===== src/rtl/core/awde_pkg.sv =====
// ============================================================================
// awde_pkg: shared types and constants of the adaptive width delta encoder
// Holds the code width ladder, its rung helpers and the packing widths.
// ============================================================================
package awde_pkg;

    typedef logic [4:0] width_t;

    localparam int CODE_W = 17;
    localparam int ACC_W  = 24;
    localparam int CNT_W  = 5;

    localparam logic REG_START_WIDTH = 1'b0;
    localparam logic REG_MAX_WIDTH   = 1'b1;

    function automatic logic is_rung(input width_t w);
        return w inside {5'd1, 5'd2, 5'd3, 5'd6, 5'd11, 5'd17};
    endfunction

    function automatic width_t rung_up(input width_t w);
        width_t r;
        case (w)
            5'd1:    r = 5'd2;
            5'd2:    r = 5'd3;
            5'd3:    r = 5'd6;
            5'd6:    r = 5'd11;
            5'd11:   r = 5'd17;
            default: r = 5'd17;
        endcase
        return r;
    endfunction

    function automatic width_t rung_down(input width_t w);
        width_t r;
        case (w)
            5'd2:    r = 5'd1;
            5'd3:    r = 5'd2;
            5'd6:    r = 5'd3;
            5'd11:   r = 5'd6;
            5'd17:   r = 5'd11;
            default: r = 5'd1;
        endcase
        return r;
    endfunction

endpackage


===== src/rtl/core/adaptive_width_delta_encoder_core.sv =====
// ============================================================================
// adaptive_width_delta_encoder_core: delta encoder with adaptive code width
// Codes sample differences on a width ladder with escapes and packs the
// codes into bytes, padding each block to a multiple of four bytes.
// ============================================================================
// Usage:
//   Input channel (sample, block_last) and output channel (out_byte, error,
//   run_last, block_end) use valid/stall. in_stall is high while an item is
//   being worked on; one item is taken at a time.
//   Each item runs through subtract, fit and pack logic under a small
//   sequencer: accept, delta, check, then one code pass (code, emit) per
//   escape plus the final code, with each byte produced sent out in the
//   emit state, and a closing state. A block end adds a flush state that
//   sends out the flush and pad bytes before the closing state.
//   Bytes go through a one-byte hold stage so run_last can be set on the
//   last byte of an item; the output register lets the next item start
//   while a result waits.
//   A stall on the output freezes the sequencer only when a new byte has no
//   room; out_* hold while stalled.
//   Reset clears all control state, loads start_width 3 and max_width 17.
//   After an error result every further item is dropped until reset.
//   cfg_we writes register cfg_index (0: start_width, 1: max_width) at once.
// ============================================================================
module adaptive_width_delta_encoder_core #(
    parameter int SAMPLE_WIDTH = 18
) (
    input  logic                           clk,
    input  logic                           rst_n,
    input  logic                           cfg_we,
    input  logic                           cfg_index,
    input  awde_pkg::width_t               cfg_data,
    input  logic                           in_valid,
    output logic                           in_stall,
    input  logic signed [SAMPLE_WIDTH-1:0] sample,
    input  logic                           block_last,
    output logic                           out_valid,
    input  logic                           out_stall,
    output logic [7:0]                     out_byte,
    output logic                           error,
    output logic                           run_last,
    output logic                           block_end
);
    import awde_pkg::*;

    localparam int DW = SAMPLE_WIDTH + 1;

    localparam logic [2:0] S_IDLE  = 3'd0;
    localparam logic [2:0] S_DELTA = 3'd1;
    localparam logic [2:0] S_CHECK = 3'd2;
    localparam logic [2:0] S_CODE  = 3'd3;
    localparam logic [2:0] S_EMIT  = 3'd4;
    localparam logic [2:0] S_FLUSH = 3'd5;
    localparam logic [2:0] S_FIN   = 3'd6;

    function automatic logic fits(input logic signed [DW-1:0] d, input width_t w,
                                  input logic at_top);
        width_t                sh;
        logic signed [DW-1:0]  hi;
        logic        [DW-1:0]  low_mask;
        logic                  low_nz;
        sh       = w - 5'd1;
        hi       = d >>> sh;
        low_mask = ~({DW{1'b1}} << sh);
        low_nz   = |(d & low_mask);
        return (hi == '0) || ((hi == '1) && (at_top || low_nz));
    endfunction

    logic [2:0]                    state_reg, state_next;
    logic signed [SAMPLE_WIDTH-1:0] sample_reg, sample_next;
    logic                          last_reg, last_next;
    logic signed [SAMPLE_WIDTH-1:0] prev_reg, prev_next;
    logic signed [DW-1:0]          delta_reg, delta_next;
    width_t                        start_w_reg, start_w_next;
    width_t                        max_w_reg, max_w_next;
    width_t                        cur_w_reg, cur_w_next;
    logic [ACC_W-1:0]              acc_reg, acc_next;
    logic [CNT_W-1:0]              cnt_reg, cnt_next;
    logic [1:0]                    phase_reg, phase_next;
    logic                          sticky_reg, sticky_next;
    logic                          done_reg, done_next;
    logic                          hold_valid_reg, hold_valid_next;
    logic [7:0]                    hold_byte_reg, hold_byte_next;
    logic                          out_valid_reg, out_valid_next;
    logic [7:0]                    out_byte_reg, out_byte_next;
    logic                          out_error_reg, out_error_next;
    logic                          out_run_last_reg, out_run_last_next;
    logic                          out_block_end_reg, out_block_end_next;

    logic                          out_free;
    logic                          can_push;
    logic                          push;
    logic [7:0]                    push_byte;
    logic                          cfg_ok;
    logic                          fit_cur;
    logic                          fit_down;
    logic signed [CODE_W+DW-1:0]   dext;
    logic [CODE_W-1:0]             code;
    logic [CODE_W-1:0]             code_mask;

    assign out_free = !out_valid_reg || !out_stall;
    assign can_push = !hold_valid_reg || out_free;
    assign cfg_ok   = is_rung(start_w_reg) && is_rung(max_w_reg) &&
                      (start_w_reg <= max_w_reg) && is_rung(cur_w_reg) &&
                      (cur_w_reg <= max_w_reg);
    assign fit_cur  = fits(delta_reg, cur_w_reg, cur_w_reg == max_w_reg);
    assign fit_down = fits(delta_reg, rung_down(cur_w_reg), 1'b0);
    assign dext     = (CODE_W+DW)'(delta_reg);
    assign code_mask = {CODE_W{1'b1}} >> (5'(CODE_W) - cur_w_reg);
    assign code     = fit_cur ? dext[CODE_W-1:0]
                              : (CODE_W'(1) << (cur_w_reg - 5'd1));

    always_comb
    begin
        state_next         = state_reg;
        sample_next        = sample_reg;
        last_next          = last_reg;
        prev_next          = prev_reg;
        delta_next         = delta_reg;
        start_w_next       = start_w_reg;
        max_w_next         = max_w_reg;
        cur_w_next         = cur_w_reg;
        acc_next           = acc_reg;
        cnt_next           = cnt_reg;
        phase_next         = phase_reg;
        sticky_next        = sticky_reg;
        done_next          = done_reg;
        hold_valid_next    = hold_valid_reg;
        hold_byte_next     = hold_byte_reg;
        out_valid_next     = out_valid_reg && out_stall;
        out_byte_next      = out_byte_reg;
        out_error_next     = out_error_reg;
        out_run_last_next  = out_run_last_reg;
        out_block_end_next = out_block_end_reg;
        push               = 1'b0;
        push_byte          = 8'd0;

        case (state_reg)
            S_IDLE:
            begin
                if (in_valid && !sticky_reg)
                begin
                    sample_next = sample;
                    last_next   = block_last;
                    state_next  = S_DELTA;
                end
            end
            S_DELTA:
            begin
                delta_next = DW'(sample_reg) - DW'(prev_reg);
                state_next = S_CHECK;
            end
            S_CHECK:
            begin
                if (!cfg_ok || !fits(delta_reg, max_w_reg, 1'b1))
                begin
                    if (out_free)
                    begin
                        out_valid_next     = 1'b1;
                        out_byte_next      = 8'd0;
                        out_error_next     = 1'b1;
                        out_run_last_next  = 1'b1;
                        out_block_end_next = 1'b0;
                        sticky_next        = 1'b1;
                        state_next         = S_IDLE;
                    end
                end
                else
                begin
                    state_next = S_CODE;
                end
            end
            S_CODE:
            begin
                acc_next = acc_reg | (ACC_W'(code & code_mask) << cnt_reg[2:0]);
                cnt_next = cnt_reg + cur_w_reg;
                if (fit_cur)
                begin
                    done_next = 1'b1;
                    if (cur_w_reg != 5'd1 && fit_down)
                    begin
                        cur_w_next = rung_down(cur_w_reg);
                    end
                end
                else
                begin
                    done_next  = 1'b0;
                    cur_w_next = rung_up(cur_w_reg);
                end
                state_next = S_EMIT;
            end
            S_EMIT:
            begin
                if (cnt_reg >= CNT_W'(8))
                begin
                    if (can_push)
                    begin
                        push       = 1'b1;
                        push_byte  = acc_reg[7:0];
                        acc_next   = acc_reg >> 8;
                        cnt_next   = cnt_reg - CNT_W'(8);
                        phase_next = phase_reg + 2'd1;
                    end
                end
                else if (!done_reg)
                begin
                    state_next = S_CODE;
                end
                else if (last_reg)
                begin
                    state_next = S_FLUSH;
                end
                else
                begin
                    state_next = S_FIN;
                end
            end
            S_FLUSH:
            begin
                if (cnt_reg != '0 || phase_reg != 2'd0)
                begin
                    if (can_push)
                    begin
                        push       = 1'b1;
                        push_byte  = acc_reg[7:0];
                        acc_next   = '0;
                        cnt_next   = '0;
                        phase_next = phase_reg + 2'd1;
                    end
                end
                else
                begin
                    state_next = S_FIN;
                end
            end
            S_FIN:
            begin
                if (!hold_valid_reg || out_free)
                begin
                    if (hold_valid_reg)
                    begin
                        out_valid_next     = 1'b1;
                        out_byte_next      = hold_byte_reg;
                        out_error_next     = 1'b0;
                        out_run_last_next  = 1'b1;
                        out_block_end_next = last_reg;
                        hold_valid_next    = 1'b0;
                    end
                    if (last_reg)
                    begin
                        prev_next  = '0;
                        cur_w_next = start_w_reg;
                        acc_next   = '0;
                        cnt_next   = '0;
                        phase_next = 2'd0;
                    end
                    else
                    begin
                        prev_next = sample_reg;
                    end
                    state_next = S_IDLE;
                end
            end
            default:
            begin
                state_next = S_IDLE;
            end
        endcase

        // Advance the hold stage: the older byte leaves, the new one waits.
        if (push)
        begin
            if (hold_valid_reg)
            begin
                out_valid_next     = 1'b1;
                out_byte_next      = hold_byte_reg;
                out_error_next     = 1'b0;
                out_run_last_next  = 1'b0;
                out_block_end_next = 1'b0;
            end
            hold_valid_next = 1'b1;
            hold_byte_next  = push_byte;
        end

        if (cfg_we)
        begin
            case (cfg_index)
                REG_START_WIDTH:
                begin
                    start_w_next = cfg_data;
                    cur_w_next   = cfg_data;
                end
                REG_MAX_WIDTH:
                begin
                    max_w_next = cfg_data;
                end
                default:
                begin
                    max_w_next = max_w_reg;
                end
            endcase
        end
    end

    always_ff @(posedge clk or negedge rst_n)
    begin
        if (!rst_n)
        begin
            state_reg         <= S_IDLE;
            last_reg          <= 1'b0;
            prev_reg          <= '0;
            start_w_reg       <= 5'd3;
            max_w_reg         <= 5'd17;
            cur_w_reg         <= 5'd3;
            acc_reg           <= '0;
            cnt_reg           <= '0;
            phase_reg         <= 2'd0;
            sticky_reg        <= 1'b0;
            done_reg          <= 1'b0;
            hold_valid_reg    <= 1'b0;
            out_valid_reg     <= 1'b0;
            out_error_reg     <= 1'b0;
            out_run_last_reg  <= 1'b0;
            out_block_end_reg <= 1'b0;
        end
        else
        begin
            state_reg         <= state_next;
            last_reg          <= last_next;
            prev_reg          <= prev_next;
            start_w_reg       <= start_w_next;
            max_w_reg         <= max_w_next;
            cur_w_reg         <= cur_w_next;
            acc_reg           <= acc_next;
            cnt_reg           <= cnt_next;
            phase_reg         <= phase_next;
            sticky_reg        <= sticky_next;
            done_reg          <= done_next;
            hold_valid_reg    <= hold_valid_next;
            out_valid_reg     <= out_valid_next;
            out_error_reg     <= out_error_next;
            out_run_last_reg  <= out_run_last_next;
            out_block_end_reg <= out_block_end_next;
        end
    end

    always_ff @(posedge clk)
    begin
        sample_reg    <= sample_next;
        delta_reg     <= delta_next;
        hold_byte_reg <= hold_byte_next;
        out_byte_reg  <= out_byte_next;
    end

    assign in_stall  = (state_reg != S_IDLE);
    assign out_valid = out_valid_reg;
    assign out_byte  = out_byte_reg;
    assign error     = out_error_reg;
    assign run_last  = out_run_last_reg;
    assign block_end = out_block_end_reg;

    a_sticky_holds: assert property (@(posedge clk) disable iff (!rst_n)
        !$fell(sticky_reg))
        else $error("sticky error cleared without reset");

    a_idle_clean: assert property (@(posedge clk) disable iff (!rst_n)
        state_reg == S_IDLE |-> !hold_valid_reg && cnt_reg < CNT_W'(8))
        else $error("idle with a held byte or a full byte pending");

    a_block_closed: assert property (@(posedge clk) disable iff (!rst_n)
        state_reg == S_IDLE && $past(state_reg) == S_FIN && $past(last_reg)
        |-> phase_reg == 2'd0 && cnt_reg == '0)
        else $error("block closed off a four byte boundary");

    a_error_shape: assert property (@(posedge clk) disable iff (!rst_n)
        out_valid_reg && out_error_reg |-> out_run_last_reg && !out_block_end_reg
                                            && out_byte_reg == 8'd0)
        else $error("malformed error item");

    a_end_is_last: assert property (@(posedge clk) disable iff (!rst_n)
        out_valid_reg && out_block_end_reg |-> out_run_last_reg)
        else $error("block end without run last");

endmodule

===== config.mk =====
export PLATFORM = sky130hd
export DESIGN_NAME = adaptive_width_delta_encoder_core
export DESIGN_NICKNAME = d
export VERILOG_FILES = /design/src/rtl/core/awde_pkg.sv /design/src/rtl/core/adaptive_width_delta_encoder_core.sv
export SDC_FILE = /design/constraint.sdc
export NUM_CORES = 1
export LEC_CHECK = 0
export ABC_AREA = 1
export BUFFER_PORTS_ARGS = -buffer_cell sky130_fd_sc_hd__buf_2
export CORE_ASPECT_RATIO = 1.75
export CORE_UTILIZATION = 47
export DETAILED_ROUTE_END_ITERATION = 8
export GPL_TIMING_DRIVEN = 0
export SLEW_MARGIN = 5
export SYNTH_ARGS = -nofsm -noshare
export SYNTH_HDL_FRONTEND = slang
export SYNTH_SLANG_ARGS = --single-unit

===== constraint.sdc =====
create_clock -name clk -period 5.9 [get_ports clk]
set_input_delay 1.18 -clock clk [delete_from_list [all_inputs] [get_ports clk]]
set_output_delay 1.18 -clock clk [all_outputs]
set_load 0.02 [all_outputs]

==> out/qor.json <==
{
  "timing": {
    "slew_viol_final": 0,
    "actual_slew_at_the_worst_max_slew_pin_ns": 0.9244,
    "fin_crit_sh_pct": 73.85,
    "final.min_clock_period_ns": 4.357,
    "hold_viol": 0,
    "fin_tns_setup_ns": 0,
    "setup_repair_after_global_routing_missed_its_margin": "no",
    "timing.fmax_mhz": 229.5,
    "whs_ns": 0.4463,
    "setup_viol": 0,
    "finalClockSkew_ns": 0.008144,
    "relSlewSlack_pct": 38.31
  },
  "hold_path": {
    "worst_min_delay_path_class": "reg -> reg"
  },
  "outcome": {
    "outcome": "finished, final reports clean"
  },
  "synthesis": {
    "async_reset_ff_share_pct": 58.59,
    "synth_sequential_area_ratio_pct": 30.47,
    "net_count_of_the_mapped_netlist": 1748,
    "synth_edf_count": 45,
    "distinct_cell_type_count_after_synthesis": 59,
    "syn-instance-count": 1666,
    "syn_area_um2": 11150,
    "synthFlopType": "dfrtp_1",
    "synth_warnings": 0,
    "postSynthAreaPerCell_um2": 6.690,
    "postSynthRegisterBits": 128
  },
  "clock_tree": {
    "cts_max_path_buffers": 2,
    "cts.hold.buffers_added": 0,
    "cts_made_buffers": 17,
    "root_buffer": "clkbuf_16",
    "cts.sink_count": 128,
    "worst_setup_hold_path_clk_slew_ns": 0.05,
    "clkLatencyLatePin_ns": 0.43,
    "number_of_buffers_inserted_to_repair_setup_after_cts": 0,
    "cts_tree": "done",
    "cts_resized": 0,
    "htreeDepth": 4
  },
  "drt": {
    "drt_iter0_markers": 648,
    "totalWireLength_mm": 37.28,
    "detail_route.wl_per_cell_um": 18.22,
    "antenna_left": 0,
    "via_count": 11640,
    "route.detailed.vias_per_inst": 5.689,
    "dr.pass1.iters": 5,
    "remaining_drc_errors": 0
  },
  "layout": {
    "largest_reg_flops": 24,
    "post_route_cells_drive_above_1_share_pct": 9.759,
    "finalNetCount": 1811,
    "antenna_cells_inserted": 0,
    "final.fill_count": 2417,
    "area_growth_syn_to_layout_pct": 10.82,
    "final_common_cell": "nand2_1",
    "final_cell_mix": "nand2_1, nand3_1, inv_1"
  },
  "floorplanning": {
    "die_height_um": 205.7,
    "placementRows": 74,
    "boundary_pins": 43,
    "die_w_um": 118.4,
    "initial_utilization_pct": 47.77,
    "core_region_area_um2": 23330,
    "floorplan.die_area_um2": 24360
  },
  "placement": {
    "dp_wirelength_mm": 30.05,
    "port_buffers": 42,
    "globalplace.congestion": 0.9422
  },
  "worst_setup_path": {
    "crit_required_ns": 6.24,
    "crit_path_end_kind": "flip-flop",
    "arr_time_crit_path_ns": 4.70,
    "criticalPathCategory": "reg -> reg",
    "crit_path_start_kind": "flip-flop",
    "path_max_fanout": 14
  },
  "power": {
    "leakage_uw": 0.005929,
    "power_per_cell_area_nw_per_um2": 542.2,
    "max-vdd-ir-drop_v": 0.0004098
  },
  "global_route": {
    "antenna_found_initial": 0,
    "grt_remaining_overflow": 0,
    "grt_pass1_vias": 11570,
    "grt_pass1_wl_mm": 59.64,
    "grt_usage_pct": 31.63,
    "maximum_number_of_pins_on_one_net_before_global_route_repair": 64
  },
  "job": {
    "timing.max_cap.violations": 0
  }
}
==> logic make-up (layout without fill, tap and decap cells) <==
family                   count (synthesis)  after routing  share of synthesized area, %
buffers and inverters                  254            330                         9.778
AO/OA/AOI/OAI                          266            266                         13.47
XOR/XNOR                                24             24                         1.953
AND/OR/NAND/NOR                        931            931                         37.37
adder cells (fa/ha/maj)                 52             52                         5.972
flip-flops                             128            128                         30.47
multiplexers                            11             11                        0.9879
==> stage by stage <==
stage	instances	worst slack, ns	instance area (um2)	util (%)	power (uW)
after floorplan	1666	2.389	11150	-	4444
after global placement	2012	1.585	11740	50.30	5596
after detailed placement	2014	1.573	11780	50.49	5641
after CTS	2046	1.551	12350	52.92	6675
after global routing	2046	1.091	12350	52.94	7305
final	2046	1.543	12350	52.94	6698
==> where the power goes <==
group	switching, uW	internal (uW)	leakage, uW
clock	380	627	0.000272
sequential	218	1170	0.00140
combinational	2990	1310	0.00425
total	3590	3110	0.00593
==> synth_stat cells (3+ instances only) <==
library cell  count  area [um2]
xnor2_1           7       61.31
o221ai_1          6       52.55
nor2_1          119       446.7
nand3_1         245        1226
nand3_2           6       60.06
a31oi_1           6       37.54
clkbuf_1         30       112.6
o22ai_1           4       25.02
nor2_2            5       31.28
or2_2             3       18.77
nand2_1         452        1697
buf_6             8       90.09
xor2_1           16       140.1
dfstp_2           6       157.7
a21oi_2           3       26.28
nand4_1          49       306.5
o21ai_1           9       45.04
dfxtp_1           8       160.2
nor2_4            3       33.78
nand2_4           8       90.09
buf_4             5       37.54
buf_2            20       100.1
dfrtp_1          69        1727
a21oi_1          94       470.5
nand2_2          10       62.56
buf_1             4       15.01
nor3_1           24       120.1
o21bai_1          3       22.52
o211ai_1          9       67.56
o21ai_0         104       520.5
a22oi_1           9       67.56
o31ai_1           3       22.52
clkinv_1          5       18.77
edfxtp_1         45        1351
ha_1             50       625.6
inv_1           169       634.4
mux2i_1          11       110.1
inv_2             9       33.78
a21boi_0          3       22.52
==> routing by layer <==
| metal | GRT usage [%] | up-vias | wire, um |
|---|---|---|---|
| met2 | 58.66 | 390 | 19080 |
| met4 | 25.27 | 0 | 2975 |
| met3 | 4.268 | 173 | 1499 |
| met1 | 31.53 | 5356 | 13730 |
| met5 | 0 | - | 0 |
| li1 | - | 5721 | - |
==> final cells by class <==
type | count | area [um2] | area share [%]
buffer | 69 | 390.4 | 3.160
clock buffer | 21 | 450.4 | 3.647
clock inverter | 11 | 115.1 | 0.9319
inverter | 185 | 699.4 | 5.663
multi-input combinational | 1284 | 6673 | 54.02
sequential | 128 | 3396 | 27.49
tap | 304 | 380.4 | 3.079
timing repair buffer | 44 | 247.7 | 2.006
==> worst max-delay path, stage by stage (launching register included) <==
cell and delay, ns:
dfstp_2 0.61, buf_6 0.15, inv_2 0.08, buf_4 0.21
ha_1 0.26, inv_1 0.07, ha_1 0.22, buf_2 0.19
inv_1 0.10, buf_2 0.24, nand2_1 0.07, inv_1 0.14
o22ai_1 0.09, nand2_1 0.09, nand3_1 0.08, nor2_1 0.09
nand2_1 0.05, nor2_1 0.08, nand2_1 0.14, nand3_4 0.18
nand2_4 0.07, buf_12 0.15, buf_8 0.13, nand2_2 0.07
nand4_1 0.20, nand2_1 0.16, nand3_1 0.15, a21oi_1 0.18
==> worst paths after layout <==
path,slack (ns),cells past startpoint,startpoint,to
worst max-delay path,1.54,27,cur_w_reg[0],acc_reg[22]
worst min register to register,0.45,2,hold_byte_reg[2],out_byte[2]
worst min-delay path,0.45,2,hold_byte_reg[2],out_byte[2]
worst max register to register,1.54,27,cur_w_reg[0],acc_reg[22]
max in group asynchronous,4.66,2,rst_n,max_w_reg[4]
min in group asynchronous,0.60,1,rst_n,acc_reg[23]
(Power assumes the default switching activity.)
